`config.mk`:
```
export PLATFORM = sky130hd
export DESIGN_NAME = cobs_frame_encoder_unit
export DESIGN_NICKNAME = d
export VERILOG_FILES = /design/src/cobsenc_pkg.sv /design/src/cobsenc_packer.sv /design/src/cobs_frame_encoder_unit.sv
export SDC_FILE = /design/constraint.sdc
export NUM_CORES = 2
export LEC_CHECK = 0
export ABC_AREA = 1
export BUFFER_PORTS_ARGS = -buffer_cell sky130_fd_sc_hd__buf_2
export CAP_MARGIN = 20
export CORE_MARGIN = 8
export CORE_UTILIZATION = 45
export DETAILED_ROUTE_END_ITERATION = 10
export GPL_TIMING_DRIVEN = 0
export RECOVER_POWER = 100
export REMOVE_ABC_BUFFERS = 1
export SLEW_MARGIN = 15
export SYNTH_ARGS = -nofsm -noshare
export SYNTH_HDL_FRONTEND = slang
export SYNTH_SLANG_ARGS = --single-unit
```
`constraint.sdc`:
```
create_clock -name clock -period 4 [get_ports clock]
set_input_delay 0.2 -clock clock [delete_from_list [all_inputs] [get_ports clock]]
set_output_delay 0.2 -clock clock [all_outputs]
set_load 0.005 [all_outputs]
```
`src/cobsenc_pkg.sv`:
```
// Shared constants and types of the COBS frame encoder.
package cobsenc_pkg;

   localparam int MAX_RUN    = 254;
   localparam int BEAT_BYTES = 8;

   localparam int BYTE_W  = 8;
   localparam int RUN_AW  = 8;
   localparam int LEN_W   = 9;
   localparam int LANE_W  = 3;
   localparam int CNT_W   = 4;
   localparam int BEAT_W  = BEAT_BYTES * BYTE_W;

   localparam logic [BYTE_W-1:0] FULL_CODE  = 8'hFF;
   localparam logic [BYTE_W-1:0] CODE_ONE   = 8'h01;
   localparam logic [BYTE_W-1:0] DELIM_BYTE = 8'h00;
   localparam logic [RUN_AW-1:0] LAST_SLOT  = RUN_AW'(MAX_RUN - 1);

   typedef struct packed {
      logic              vld;
      logic [BYTE_W-1:0] data;
      logic              last;
      logic              delim;
   } byte_xfer_type;

   typedef struct packed {
      logic              vld;
      logic              from_store;
      logic [BYTE_W-1:0] fixed_byte;
      logic              last;
      logic              delim;
   } read_slot_type;

endpackage

```
`src/cobsenc_packer.sv`:
```
// Beat packer: collects encoded bytes into beats and holds the output register.
module cobsenc_packer (
   input  logic                                        clock,
   input  logic                                        reset,
   input  cobsenc_pkg::byte_xfer_type                  byte_in,
   output logic                                        byte_take,
   output logic                                        rsp_valid,
   input  logic                                        rsp_stall,
   output logic [cobsenc_pkg::BEAT_W-1:0]              rsp_beat_bytes,
   output logic [cobsenc_pkg::CNT_W-1:0]               rsp_byte_count,
   output logic                                        rsp_frame_end,
   output logic                                        rsp_last_of_run
);
   import cobsenc_pkg::*;

   logic [BEAT_W-1:0] asm_bytes_ff, asm_bytes_in;
   logic [LANE_W-1:0] asm_cnt_ff, asm_cnt_in;
   logic              rsp_valid_ff, rsp_valid_in;
   logic [BEAT_W-1:0] rsp_bytes_ff, rsp_bytes_in;
   logic [CNT_W-1:0]  rsp_count_ff, rsp_count_in;
   logic              rsp_frame_ff, rsp_frame_in;
   logic              rsp_last_ff, rsp_last_in;

   logic              out_free;
   logic              beat_done;
   logic [BEAT_W-1:0] merged;

   assign out_free  = !rsp_valid_ff || !rsp_stall;
   assign beat_done = byte_in.last || (asm_cnt_ff == LANE_W'(BEAT_BYTES - 1));
   assign byte_take = byte_in.vld && (!beat_done || out_free);
   assign merged    = asm_bytes_ff |
                      ({{(BEAT_W-BYTE_W){1'b0}}, byte_in.data} << {asm_cnt_ff, 3'b000});

   always_comb begin
      asm_bytes_in = asm_bytes_ff;
      asm_cnt_in   = asm_cnt_ff;
      rsp_valid_in = rsp_valid_ff;
      rsp_bytes_in = rsp_bytes_ff;
      rsp_count_in = rsp_count_ff;
      rsp_frame_in = rsp_frame_ff;
      rsp_last_in  = rsp_last_ff;
      if (byte_take && beat_done) begin
         rsp_valid_in = 1'b1;
         rsp_bytes_in = merged;
         rsp_count_in = {1'b0, asm_cnt_ff} + CNT_W'(1);
         rsp_frame_in = byte_in.last && byte_in.delim;
         rsp_last_in  = byte_in.last;
         asm_bytes_in = '0;
         asm_cnt_in   = '0;
      end else begin
         if (byte_take) begin
            asm_bytes_in = merged;
            asm_cnt_in   = asm_cnt_ff + LANE_W'(1);
         end
         if (rsp_valid_ff && !rsp_stall) begin
            rsp_valid_in = 1'b0;
         end
      end
   end

   always_ff @(posedge clock) begin
      if (reset) begin
         asm_bytes_ff <= '0;
         asm_cnt_ff   <= '0;
         rsp_valid_ff <= 1'b0;
      end else begin
         asm_bytes_ff <= asm_bytes_in;
         asm_cnt_ff   <= asm_cnt_in;
         rsp_valid_ff <= rsp_valid_in;
      end
   end

   always_ff @(posedge clock) begin
      rsp_bytes_ff <= rsp_bytes_in;
      rsp_count_ff <= rsp_count_in;
      rsp_frame_ff <= rsp_frame_in;
      rsp_last_ff  <= rsp_last_in;
   end

   assign rsp_valid       = rsp_valid_ff;
   assign rsp_beat_bytes  = rsp_bytes_ff;
   assign rsp_byte_count  = rsp_count_ff;
   assign rsp_frame_end   = rsp_frame_ff;
   assign rsp_last_of_run = rsp_last_ff;

endmodule

```
`src/cobs_frame_encoder_unit.sv`:
```
// Top level of the COBS frame encoder: run store, block sequencer and beat output.
//
// Input channel (req_): one raw payload byte per transaction, with
// req_end_of_packet on the final byte. Result channel (rsp_): beats of up to
// eight encoded bytes, first byte in lane 0, unused lanes zero; rsp_frame_end
// marks the beat ending in the 0x00 delimiter, rsp_last_of_run the last beat
// caused by one input byte.
// Nonzero bytes that neither fill a run nor end the packet are written to the
// run store with no result.
// A byte that ends a block emits L = code + run bytes, plus at packet end a
// 0x01 code (after a zero) and the 0x00 delimiter, up to 256 in all. The
// sequencer reads the run store one byte per cycle while the packer takes its
// bytes; each waits in the read slot (store bytes in a registered read) until
// taken, and the packer gathers up to eight into a beat for the output register.
// New input is taken as soon as the last byte has entered the beat packer,
// even while the final beat still waits in the output register.
// Reset empties the run and the output register; the run store itself keeps
// its contents and needs no clearing. A stalled receiver holds the output
// register, and the sequencer waits until the beat in progress can move out.
module cobs_frame_encoder_unit (
   input  logic                                clock,
   input  logic                                reset,
   input  logic                                req_valid,
   output logic                                req_stall,
   input  logic [7:0]                          req_data_byte,
   input  logic                                req_end_of_packet,
   output logic                                rsp_valid,
   input  logic                                rsp_stall,
   output logic [cobsenc_pkg::BEAT_W-1:0]      rsp_beat_bytes,
   output logic [cobsenc_pkg::CNT_W-1:0]       rsp_byte_count,
   output logic                                rsp_frame_end,
   output logic                                rsp_last_of_run
);
   import cobsenc_pkg::*;

   logic [BYTE_W-1:0] run_store [0:MAX_RUN-1];
   logic [BYTE_W-1:0] rd_data_ff;

   logic [RUN_AW-1:0] rl_ff, rl_in;
   logic [BYTE_W-1:0] code_ff, code_in;
   logic [RUN_AW-1:0] n_ff, n_in;
   logic              tail_two_ff, tail_two_in;
   logic              delim_ff, delim_in;
   logic [LEN_W-1:0]  len_ff, len_in;
   logic [LEN_W-1:0]  pos_ff, pos_in;
   read_slot_type     slot_ff, slot_in;

   logic              req_take;
   logic              is_zero;
   logic              run_full;
   logic              draining;
   logic              slot_free;
   logic              issue;
   logic              wr_en;
   logic              rd_en;
   logic [RUN_AW-1:0] rd_addr;
   logic [LEN_W-1:0]  n_ext;
   logic              byte_take;
   byte_xfer_type     byte_xfer;

   assign draining  = pos_ff != len_ff;
   assign req_stall = draining || slot_ff.vld;
   assign req_take  = req_valid && !req_stall;
   assign is_zero   = req_data_byte == DELIM_BYTE;
   assign run_full  = rl_ff == LAST_SLOT;
   assign wr_en     = req_take && !is_zero;
   assign slot_free = !slot_ff.vld || byte_take;
   assign issue     = draining && slot_free;
   assign n_ext     = {1'b0, n_ff};
   assign rd_addr   = RUN_AW'(pos_ff - LEN_W'(1));

   always_comb begin
      rl_in       = rl_ff;
      code_in     = code_ff;
      n_in        = n_ff;
      tail_two_in = tail_two_ff;
      delim_in    = delim_ff;
      len_in      = len_ff;
      pos_in      = pos_ff;
      if (req_take) begin
         delim_in    = req_end_of_packet;
         tail_two_in = 1'b0;
         pos_in      = '0;
         len_in      = '0;
         rl_in       = '0;
         priority if (is_zero) begin
            code_in     = rl_ff + RUN_AW'(1);
            n_in        = rl_ff;
            tail_two_in = req_end_of_packet;
            len_in      = {1'b0, rl_ff} + LEN_W'(1)
                          + (req_end_of_packet ? LEN_W'(2) : LEN_W'(0));
         end else if (run_full) begin
            code_in = FULL_CODE;
            n_in    = RUN_AW'(MAX_RUN);
            len_in  = LEN_W'(MAX_RUN + 1) + {{(LEN_W-1){1'b0}}, req_end_of_packet};
         end else if (req_end_of_packet) begin
            code_in = rl_ff + RUN_AW'(2);
            n_in    = rl_ff + RUN_AW'(1);
            len_in  = {1'b0, rl_ff} + LEN_W'(3);
         end else begin
            rl_in = rl_ff + RUN_AW'(1);
         end
      end else if (issue) begin
         pos_in = pos_ff + LEN_W'(1);
      end
   end

   always_comb begin
      slot_in = slot_ff;
      rd_en   = 1'b0;
      if (issue) begin
         slot_in.vld        = 1'b1;
         slot_in.from_store = (pos_ff != '0) && (pos_ff <= n_ext);
         slot_in.last       = pos_ff == (len_ff - LEN_W'(1));
         slot_in.delim      = delim_ff;
         priority if (pos_ff == '0) begin
            slot_in.fixed_byte = code_ff;
         end else if (tail_two_ff && (pos_ff == (n_ext + LEN_W'(1)))) begin
            slot_in.fixed_byte = CODE_ONE;
         end else begin
            slot_in.fixed_byte = DELIM_BYTE;
         end
         rd_en = slot_in.from_store;
      end else if (byte_take) begin
         slot_in.vld = 1'b0;
      end
   end

   always_ff @(posedge clock) begin
      if (wr_en) begin
         run_store[rl_ff] <= req_data_byte;
      end
      if (rd_en) begin
         rd_data_ff <= run_store[rd_addr];
      end
   end

   always_ff @(posedge clock) begin
      if (reset) begin
         rl_ff     <= '0;
         len_ff    <= '0;
         pos_ff    <= '0;
         slot_ff   <= '0;
      end else begin
         rl_ff     <= rl_in;
         len_ff    <= len_in;
         pos_ff    <= pos_in;
         slot_ff   <= slot_in;
      end
   end

   always_ff @(posedge clock) begin
      code_ff     <= code_in;
      n_ff        <= n_in;
      tail_two_ff <= tail_two_in;
      delim_ff    <= delim_in;
   end

   always_comb begin
      byte_xfer.vld   = slot_ff.vld;
      byte_xfer.data  = slot_ff.from_store ? rd_data_ff : slot_ff.fixed_byte;
      byte_xfer.last  = slot_ff.last;
      byte_xfer.delim = slot_ff.delim;
   end

   cobsenc_packer u_packer (
      .clock           (clock),
      .reset           (reset),
      .byte_in         (byte_xfer),
      .byte_take       (byte_take),
      .rsp_valid       (rsp_valid),
      .rsp_stall       (rsp_stall),
      .rsp_beat_bytes  (rsp_beat_bytes),
      .rsp_byte_count  (rsp_byte_count),
      .rsp_frame_end   (rsp_frame_end),
      .rsp_last_of_run (rsp_last_of_run)
   );

   a_no_rw_overlap: assert property (@(posedge clock) disable iff (reset)
      !(wr_en && (rd_en || slot_ff.vld || draining)))
      else $error("run store written while a block is still being read");

   a_run_bound: assert property (@(posedge clock) disable iff (reset)
      rl_ff <= LAST_SLOT)
      else $error("run length beyond store depth");

   a_pos_bound: assert property (@(posedge clock) disable iff (reset)
      pos_ff <= len_ff)
      else $error("sequencer position past block length");

   a_count_range: assert property (@(posedge clock) disable iff (reset)
      rsp_valid |-> (rsp_byte_count != '0) && (rsp_byte_count <= CNT_W'(BEAT_BYTES)))
      else $error("beat byte count out of range");

   a_frame_last: assert property (@(posedge clock) disable iff (reset)
      (rsp_valid && rsp_frame_end) |-> rsp_last_of_run)
      else $error("delimiter beat not marked as final beat");

endmodule

```
==> results.py <==
metrics = {
    "routing": {
        "drtIter0Drc": 6757,
        "num_vias": 60500,
        "drc": 0,
        "drtPass1Iterations": 8,
        "wire_per_inst_um": 24.1,
        "drt_wl_total_um": 258000,
        "ant_nets": 0,
        "viasPerCell": 5.66,
    },
    "logic_synthesis": {
        "synthCells": 7909,
        "synth_top_family_by_area": "simple AND/OR/NAND/NOR gates",
        "synth_top_cells_by_count": "nand2_1 (2276), edfxtp_1 (2128), nand3_1 (1997)",
        "synth.most_common_cell": "nand2_1",
        "ys_ff_latch": 2234,
        "synth_compound_area_frac": 0.0138,
        "async_flop_share": 0,
        "yosys.area_share.simple": 0.228,
        "seq_area_frac_synth": 0.720,
        "synth.avg_cell_area_um2": 11.6,
        "synthMuxAreaShare": 0.000982,
        "synth_edf_count": 2128,
        "yosys.area.top_type_share": 0.697,
        "yosys-top-cells-area": "edfxtp_1 (70%), nand3_1 (11%), nand2_1 (9.3%)",
        "ys_types": 49,
        "synth_top_cell_by_area": "edfxtp_1",
        "synth_ff_type": "edfxtp_1",
        "synth_xor_area_frac": 0.00397,
        "syn_area_um2": 91700,
        "synthAdderAreaFrac": 0.00322,
        "ys_warn_count": 0,
    },
    "timing": {
        "clock.fmax_ghz": 0.250,
        "timing.hold.ws_ns": 0.335,
        "setup_ws_ns": -0.00505,
        "fin_crit_sh": 1.00,
        "hold_viol": 0,
        "period_needed_ns": 4.01,
        "worst_slew_margin_rel": -1.21,
        "worstMarginPinSlew_ns": 3.32,
        "clock_skew_ns": 0.0414,
        "rsz0062_at_grt": "yes",
        "finalSetupViolations": 2,
        "drv_slew": 834,
    },
    "global_routing": {
        "overflow": 0,
        "grt_pass1_wl_um": 376000,
        "use_met1": 0.311,
        "grt_max_degree": 129,
        "grt_pass1_vias": 56800,
        "use_met3": 0.0380,
        "met2_usage": 0.363,
        "grt_usage": 0.227,
        "grt.busiest_layer": "met2",
        "antenna_found_initial": 4,
    },
    "place": {
        "preCtsSetupSlack_ns": -1.95,
        "dp.final_hpwl_um": 139000,
        "routabilityCongestion": 0.858,
        "place_area_um2": 95600,
        "portBuffers": 84,
        "place_inst": 10200,
    },
    "finish": {
        "stdcell_count": 10700,
        "stdcell_area_um2": 104000,
        "final_nets": 7865,
        "area_delta_synth_final_pct": 13.2,
        "fill_cells": 17300,
        "drive_above_1_share": 0.0867,
        "utilization": 0.513,
    },
    "worst_setup_path": {
        "path_depth": 16,
        "worstPathArrival_ns": 4.56,
        "worst_setup_path_start_kind": "flip-flop",
        "r2r-end": "rd_data_ff[4]",
        "critPathTopFamily": "simple AND/OR/NAND/NOR gates",
        "cp-end-kind": "flip-flop",
        "max_stage_delay_ns": 0.36,
        "reg2reg_from": "pos_ff[0]",
        "crit_required_ns": 4.56,
        "cp_num_buf_inv": 6,
        "reg2reg_depth": 16,
        "worstSetupPathType": "reg2reg",
        "slowest_stage": "dfxtp_4",
        "rrSetupSlack_ns": -0.005,
        "path_cells": "buf_4 > inv_16 > buf_16 > nand2_1 > nand2_4 > nand2_8 > buf_16 > inv_16 > buf_16 > nand3_1 > nand3_1 > nand2_1 > nand2_1 > nand3_1 > nand3_1 > nand2_1",
        "path_max_fanout": 42,
    },
    "clock_tree": {
        "clock_latency_ns": 0.88,
        "h-tree-depth": 4,
        "clkTransAtPathRegs_ns": 0.06,
        "cts_buffers": 219,
        "cts-root-buf": "clkbuf_16",
        "tritoncts": "built",
        "clk_path_buf_depth": 3,
        "cts_num_sinks": 2234,
    },
    "status": {
        "violations": "capacitance limit, slew limit, setup timing",
        "outcome": "complete, but fails checks",
    },
    "power": {
        "peakVddDrop_mv": 0.493,
        "pwr-share-comb": 0.399,
        "p_sw_frac": 0.397,
        "p_switching_w": 0.0308,
        "intPower_w": 0.0468,
        "clkPwrFrac": 0.261,
        "powerDensity_nw_per_um2": 748,
        "power_leakage_nw": 36.1,
        "power.share.sequential": 0.339,
    },
    "hold_path": {
        "hold_class": "in2reg",
        "min_to": "run_store[199][4]",
        "hp-start": "req_data_byte[4]",
        "hold_depth": 2,
    },
    "floorplan": {
        "pin_count": 85,
        "die_h_um": 467,
        "std_cell_rows": 165,
        "coreArea_um2": 202000,
        "die_w_um": 467,
        "start_util": 0.453,
        "die_area_um2": 219000,
    },
    "run": {
        "maxCapViolations": 9,
    },
}
==> per-stage QoR <==
stage,setup TNS [ns],total power (W)
finish,-0.00638,0.0777
global route,-56.89,0.0809
CTS,-42.66,0.0772
detailed placement,-416.41,0.0548
global placement,-,0.0374
floorplan,-,0.0355
==> final cells by class <==
class,count,area [um^2],area share
diodes,1,2.50,0.0000241
clock buffers,278,5880,0.0566
clock inverters,134,1160,0.0112
inverters,117,490,0.00472
multi-input cells,5037,23600,0.227
flip-flops and latches,2234,66000,0.636
well taps,2672,3340,0.0322
repair buffers,215,3290,0.0317
repair inverters,5,43.8,0.000422
==> metal layers <==
| metal | share of wire | vias up | routed length [um] |
|---|---|---|---|
| met5 | 0.000078 | - | 20 |
| met4 | 0.039 | 2 | 10100 |
| met3 | 0.080 | 491 | 20500 |
| met2 | 0.47 | 2562 | 121000 |
| met1 | 0.41 | 29500 | 106000 |
| li1 | - | 27900 | - |
==> flip-flops by register name (all words and copies together) (netlist names), 8 cells and up <==
signal	flops
run_store	2032
u_packer.asm_bytes_ff	64
u_packer.rsp_beat_bytes	64
len_ff	9
pos_ff	9
slot_ff	9
code_ff	8
n_ff	8
rd_data_ff	8
rl_ff	8
==> cells in the final DEF (no fill, tap or decap), types with 8 or more instances in the layout <==
master and instances:
a21o_1 9, a21oi_1 47, a22oi_1 13, buf_12 15, buf_16 60, buf_2 23
buf_8 11, bufbuf_16 15, bufinv_16 16, clkbuf_1 104, clkbuf_16 228, clkbuf_8 9
clkinv_1 60, clkinv_2 38, clkinvlp_4 8, dfxtp_1 104, dlygate4sd3_1 14, edfxtp_1 2128
ha_1 21, inv_1 104, inv_6 9, mux2_2 8, nand2_1 2266, nand2_4 11
nand3_1 1967, nand3_2 22, nand3_4 16, nand4_1 9, nor2_1 255, nor2_2 146
nor3b_1 48, o211ai_1 8, o21ai_0 39, o21bai_1 58, xor2_1 26
==> kinds of logic (layout without fill, tap and decap cells) <==
family	count (synthesis)	count (layout)
flip-flops	2234	2234
AND/OR/NAND/NOR	4766	4768
XOR/XNOR	39	39
buffers and inverters	640	749
multiplexers	8	8
other	0	1
adder cells (fa/ha/maj)	23	23
AO/OA/AOI/OAI	199	199
==> power by group through the flow <==
stage | logic, W | registers [W] | clock network (W)
after global placement | 0.0104 | 0.0270 | 0
after global routing | 0.0332 | 0.0264 | 0.0214
final | 0.0310 | 0.0263 | 0.0203
after detailed placement | 0.0279 | 0.0269 | 0
after CTS | 0.0303 | 0.0263 | 0.0205
after floorplan | 0.00862 | 0.0268 | 0
==> timing repair <==
| item | CTS | global route |
|---|---|---|
| hold buffers | 15 | 0 |
| resized for setup | 47 | 88 |
| buffers inserted | 9 | 2 |
| gates cloned | 24 | 5 |
| pin swaps | 2 | 1 |
| setup endpoints to repair | 936 | 794 |
| endpoints found under the hold margin | 524 | 0 |
==> worst max path at each step <==
stage / startpoint / to / slack, ns
finish: pos_ff[0] / rd_data_ff[4] / -0.005
global route: pos_ff[5] / run_store[12][1] / -0.19
CTS: pos_ff[4] / run_store[79][2] / -0.20
detailed placement: pos_ff[0] / rd_data_ff[4] / -1.95
global placement: pos_ff[0] / rd_data_ff[6] / -230.69
floorplan: pos_ff[0] / rd_data_ff[6] / -83.92
Power figures use the tool's default switching activity.
